`config.mk`:
```
export PLATFORM = sky130hd
export DESIGN_NAME = dsm_ctrl
export DESIGN_NICKNAME = d
export VERILOG_FILES = /design/src/rtl/dsm_pkg.sv /design/src/rtl/dsm_ctrl.sv
export SDC_FILE = /design/constraint.sdc
export NUM_CORES = 1
export LEC_CHECK = 0
export BUFFER_PORTS_ARGS = -buffer_cell sky130_fd_sc_hd__buf_4
export CAP_MARGIN = 10
export CORE_AREA = 2 2 39 41
export CTS_CLUSTER_DIAMETER = 50
export CTS_CLUSTER_SIZE = 10
export DETAILED_ROUTE_END_ITERATION = 10
export DIE_AREA = 0 0 41 43
export PLACE_DENSITY = 0.48
export SLEW_MARGIN = 20
export SYNTH_ARGS = -nofsm -noshare
export SYNTH_HDL_FRONTEND = slang
export SYNTH_SLANG_ARGS = --single-unit
```
`constraint.sdc`:
```
create_clock -name clk_i -period 1.4 [get_ports clk_i]
set_clock_uncertainty 0.1 [all_clocks]
set_input_delay 0.28 -clock clk_i [delete_from_list [all_inputs] [get_ports clk_i]]
set_output_delay 0.28 -clock clk_i [all_outputs]
set_load 0.005 [all_outputs]
```
`src/rtl/dsm_pkg.sv`:
```
// Package for the digit-sum multiple counter: constants, types and modular helpers.
`default_nettype none
package dsm_pkg;

  localparam int unsigned DEF_MAX_DIVISOR = 128;
  localparam int unsigned CNT_W           = 30;
  localparam int unsigned DIV_W           = 8;
  localparam int unsigned DIGIT_W         = 4;
  localparam logic [CNT_W-1:0] MOD_P      = 30'd1000000007;
  localparam logic [DIGIT_W-1:0] DIGITS_PER_STEP = 4'd10;

  typedef enum logic [2:0] {
    ST_IDLE,
    ST_SETUP,
    ST_SUM,
    ST_SUM_WAIT,
    ST_QMUL,
    ST_MAIN,
    ST_MAIN_WAIT,
    ST_FINISH
  } dsm_state_e;

  typedef struct packed {
    logic load;
    logic cnt_clr;
    logic setup_step;
    logic sum_issue;
    logic qmul_step;
    logic main_issue;
    logic finish;
    logic emit;
  } dsm_cmd_t;

  typedef struct packed {
    logic setup_done;
    logic sum_last;
    logic qmul_done;
    logic main_last;
    logic out_free;
  } dsm_sts_t;

  function automatic logic [CNT_W-1:0] mod_add(input logic [CNT_W-1:0] a,
                                               input logic [CNT_W-1:0] b);
    logic [CNT_W:0] s;
    s = {1'b0, a} + {1'b0, b};
    if (s >= {1'b0, MOD_P}) s = s - {1'b0, MOD_P};
    return s[CNT_W-1:0];
  endfunction

  function automatic logic [CNT_W-1:0] mod_sub(input logic [CNT_W-1:0] a,
                                               input logic [CNT_W-1:0] b);
    logic [CNT_W:0] s;
    if (a >= b) s = {1'b0, a} - {1'b0, b};
    else s = {1'b0, a} + {1'b0, MOD_P} - {1'b0, b};
    return s[CNT_W-1:0];
  endfunction

endpackage
`default_nettype wire

```
`src/rtl/dsm_ctrl.sv`:
```
// Controller state machine sequencing the per-digit passes.
`default_nettype none
module dsm_ctrl (
  input  wire logic              clk_i,
  input  wire logic              rst_ni,
  input  wire logic              in_valid_i,
  input  wire logic              in_last_i,
  output logic                   in_ready_o,
  input  wire dsm_pkg::dsm_sts_t sts_i,
  output dsm_pkg::dsm_cmd_t      cmd_o
);
  dsm_pkg::dsm_state_e state_q, state_d;
  logic last_q, last_d;

  always_ff @(posedge clk_i or negedge rst_ni) begin
    if (!rst_ni) begin
      state_q <= dsm_pkg::ST_IDLE;
      last_q  <= 1'b0;
    end else begin
      state_q <= state_d;
      last_q  <= last_d;
    end
  end

  always_comb begin
    state_d    = state_q;
    last_d     = last_q;
    cmd_o      = '0;
    in_ready_o = 1'b0;
    unique case (state_q)
      dsm_pkg::ST_IDLE: begin
        in_ready_o = 1'b1;
        if (in_valid_i) begin
          cmd_o.load    = 1'b1;
          cmd_o.cnt_clr = 1'b1;
          last_d        = in_last_i;
          state_d       = dsm_pkg::ST_SETUP;
        end
      end
      dsm_pkg::ST_SETUP: begin
        cmd_o.setup_step = 1'b1;
        if (sts_i.setup_done) state_d = dsm_pkg::ST_SUM;
      end
      dsm_pkg::ST_SUM: begin
        cmd_o.sum_issue = 1'b1;
        if (sts_i.sum_last) state_d = dsm_pkg::ST_SUM_WAIT;
      end
      dsm_pkg::ST_SUM_WAIT: begin
        // last read of the sum pass lands here
        cmd_o.cnt_clr = 1'b1;
        state_d       = dsm_pkg::ST_QMUL;
      end
      dsm_pkg::ST_QMUL: begin
        cmd_o.qmul_step = 1'b1;
        if (sts_i.qmul_done) state_d = dsm_pkg::ST_MAIN;
      end
      dsm_pkg::ST_MAIN: begin
        cmd_o.main_issue = 1'b1;
        if (sts_i.main_last) state_d = dsm_pkg::ST_MAIN_WAIT;
      end
      dsm_pkg::ST_MAIN_WAIT: begin
        state_d = dsm_pkg::ST_FINISH;
      end
      dsm_pkg::ST_FINISH: begin
        // hold the final digit until the output register is free
        if (!last_q || sts_i.out_free) begin
          cmd_o.finish = 1'b1;
          cmd_o.emit   = last_q;
          state_d      = dsm_pkg::ST_IDLE;
        end
      end
      default: state_d = dsm_pkg::ST_IDLE;
    endcase
  end
endmodule
`default_nettype wire

```
# Word level (Yosys, flattened, before mapping)
# Cells that the tools add are included.
# word_totals
ff_bits	4
output_inout_bits	9
word_cells	37
# op_classes
eq_ne	13
mux	17
reduce_logical	5
# op_table
op	count
3-bit one-hot mux with 8 select lines	1
3-bit 2-to-1 mux	6
3-bit == test (second input constant)	4
2-bit != test (second input constant)	6
3-bit by 2-bit == test with 1-bit output (second input constant)	2
1-bit 2-to-1 mux	6
2-bit 2-to-1 mux	3
6-bit AND reduction	1
3-bit by 1-bit == test with 1-bit output (second input constant)	1
3-bit logical NOT	1
1-bit one-hot mux with 2 select lines	1
2-bit AND reduction	1
1-bit logical NOT	1
1-bit logical OR	1

# Longest topological paths before layout
# depth
depth_word	4
ltp_mapped	4
mapped_depth_nobuf	3

# Worst setup path after synthesis
# No wires, ideal clock.
# synth_timing
path_type	reg2reg
startpoint	register state_q[1]
endpoint	register last_q
arrival_time_ns	1.126
required_time_ns	1.175
setup_slack_ns	0.049
stages_incl_launch_ff	5
n_path_buf	1
period_less_slack_ns	1.351
cell_sequence	dfrtp_1 buf_6 nor3_4 and2_4 mux2_4
# synth_between
elab_chain_len	2
# synth_lines
item	line_no	source
start: declaration	dsm_ctrl.sv:12	dsm_pkg::dsm_state_e state_q, state_d;
start signal: assignment	dsm_ctrl.sv:17	state_q <= dsm_pkg::ST_IDLE;
start signal: assignment	dsm_ctrl.sv:20	state_q <= state_d;
3-bit logical NOT	dsm_ctrl.sv:30	unique case (state_q)
2-bit AND reduction (no source line)	--	
end signal: assignment	dsm_ctrl.sv:21	last_q <= last_d;
end: declaration	dsm_ctrl.sv:13	logic last_q, last_d;
# No other way between the ends.
# A chain may end at the register's enable or synchronous reset.

==> metrics <==
Syn. warnings=0; Die X=41 µm; Final #Nets=77; root buf cell=clkbuf_4; Final min period=1.55 ns; CP delay by family, top=flip-flops; Final Non-Filler Cells=82; # IOs=18; Worst Path Buf+Inv=1; slew at the pin closest to its max-slew limit=0.253 ns; FF-to-FF Start=state_q[2]$_DFFE_PN0P_; Cell Pwr Density=2140 mW/mm²; Hold WS=0.176 ns; synthesized area=313 µm²; Setup Total Neg Slack=-1.22 ns; P&R area growth vs syn=109%; setup slack, reg-to-reg=-0.13 ns; Avg Inst Size Synth=9.20 µm²; crit start category=register; Pre-antenna DRT Iters=2; CTS H-tree depth=1; antenna violations before repair=0; via count=348; Crit-path slowest cell=dfrtp_2; n_diodes=0; Row Count=14; post-synth top area cell=dfrtp_1; initial core utilization=0.226; largest cells by area after synthesis=dfrtp_1 (32%), buf_6 (7.2%), a21oi_1 (6.4%); P_leak=0.324 nW; Crit Path Class=register to output port; # DRC=0; HPWL after DPL=594 µm; Max Clk Rate=644 MHz; Arrival @ worst endpoint=1.17 ns; post-place setup slack=0.00570 ns; status=complete, but fails checks; failing checks=setup timing; CORE AREA=0.00138 mm²; Overflow after GRT=0; synth unique cells=21; Critical R2R Capture=last_q$_DFFE_PN0P_; Worst-Skew Late Latency=0.24 ns; fill cell count=147; critical path peak fanout=4; Die Footprint=0.00176 mm²; critical-path cell list=nor3_4, and2_4, buf_6; Max Cap Viol=0; largest net degree at the start of global routing=9; routed wire length=899 µm; gpl congestion=0.735; share of cells above drive strength 1=0.788; Placed Instances=67; RSZ-0062 raised after global routing=yes; number of buffers created by CTS=3; Critical Path End Type=output port; Net Count, Synth=43; Slew HR=0.829; Tcrit/Tclk final=1.11; DRT iter0 DRCs=2; Max Root-Sink Buffers=2; Worst-path clk slew=0.04 ns; clk sinks=4; PortBufs=17; Required @ worst endpoint=1.02 ns; top_reg_cell synth=dfrtp_1; number of synthesized flops with an enable pin=0; Hold Path Depth=2; Cells after Synth=34; Final Hold Viols=0; routed len/inst=11.0 µm; R2R cell count=5; Slew Limit Fails=0; first-pass GRT wire length=1340 µm; Min-Delay Path Class=primary input to register; synth cell count leaders=a21oi_1 (4), dfrtp_1 (4), nand2_1 (4); worst hold endpoint=last_q$_DFFE_PN0P_; antenna viol nets, final=0; vias in the first global route=324; share of the synthesized area in the top cell type=0.320; max incr delay on CP=0.46 ns; post-synthesis sequential area ratio=0.320; Die Ht=43 µm; VDD IR-drop max=1.09 mV; ys async rst share=1.00; Via-to-Cell Ratio=4.24; TritonCTS clock tree=yes; post-synthesis register bit count=4; GR Util All Layers=0.117; Tot Pwr=1.40 mW; HP Start=in_last_i; setup violators final=11; setup slack after layout=-0.154 ns
-- sequential cells by signal (all words and copies together), names as in the netlist --
name and cells:
last_q 1, state_q 3
-- worst max path at each step --
stage                                      start            endpoint  slack, ns  cells past startpoint
after detailed placement  state_q[1]$_DFFE_PN0P_            cmd_o[6]      0.006                      4
final                     state_q[2]$_DFFE_PN0P_            cmd_o[7]      -0.15                      3
after floorplan           state_q[1]$_DFFE_PN0P_  last_q$_DFFE_PN0P_       0.05                      4
after CTS                 state_q[0]$_DFFE_PN0P_            cmd_o[7]      -0.14                      3
after global routing      state_q[1]$_DFFE_PN0P_            cmd_o[1]      -0.21                      3
after global placement    state_q[2]$_DFFE_PN0P_            cmd_o[1]     -0.005                      3
-- layout make-up --
class	instances	area (µm²)	area share
multi-input combinational	25	215	0.329
inverter	2	7.51	0.0115
tap	16	20.0	0.0306
timing repair buffer	32	285	0.436
sequential	4	104	0.159
clock buffer	3	22.5	0.0344
-- worst register-to-register path: cells and delay by family, from the launching register on --
kind	cells	cell delay (ns)
buffers and inverters	2	0.18
multiplexers	1	0.28
AND/OR/NAND/NOR	2	0.40
flip-flops	1	0.46
-- repair_timing --
action	4_1_cts	5_1_grt
cloned	0	0
hold buffers	1	0
endpoints found under the setup margin	10	12
pin swaps	4	2
buffers inserted	8	3
hold endpoints to repair	4	0
gates resized for setup	16	9
-- cell usage in the layout (no fill, tap or decap) --
cell / instances
buf_12: 1
o211a_1: 1
nand2_2: 1
dfrtp_1: 1
inv_2: 1
buf_4: 22
inv_1: 1
a21boi_1: 1
nor4b_1: 1
nor2_4: 1
a21oi_2: 2
dlygate4sd3_1: 1
dfrtp_2: 3
and3_2: 1
nor3_4: 1
nor2_1: 2
nor3b_2: 1
nand2_1: 2
nand2_4: 1
clkbuf_4: 3
and2_4: 2
mux2i_1: 1
mux2_4: 2
a21oi_1: 2
nor3_2: 1
nand3_1: 1
a31o_2: 1
buf_6: 8
-- power by group --
group / leakage (nW) / switching, mW / internal (mW) / total (mW)
registers: 0.0435 / 0.157 / 0.186 / 0.343
clock network: 0.0138 / 0.0489 / 0.0960 / 0.145
logic: 0.267 / 0.299 / 0.612 / 0.911
-- through the flow --
stage | cell area (µm²) | utilization
2_1_floorplan | 313 | -
3_3_place_gp | 453 | 0.327
3_5_place_dp | 453 | 0.327
4_1_cts | 606 | 0.438
5_1_grt | 654 | 0.473
6_report | 654 | 0.473
-- per-layer routing --
metal | track usage | share of wire | routed length [µm] | vias to the layer above
met1 | 0.130 | 0.40 | 363 | 153
li1 | - | - | - | 180
met4 | 0.0600 | 0 | 0 | 0
met2 | 0.181 | 0.53 | 474 | 15
met5 | 0 | 0 | 0 | -
met3 | 0.0471 | 0.068 | 61 | 0
-- logic make-up (layout without fill, tap and decap cells) --
| kind of cell | after synthesis | count (layout) | share of synthesized area |
|---|---|---|---|
| DFF | 4 | 4 | 0.320 |
| muxes | 3 | 3 | 0.116 |
| buffers and inverters | 5 | 37 | 0.120 |
| AOI/OAI and AO/OA | 7 | 7 | 0.148 |
| and+or+nand+nor | 15 | 15 | 0.296 |
Note: power is estimated with default switching activity, not from simulation.
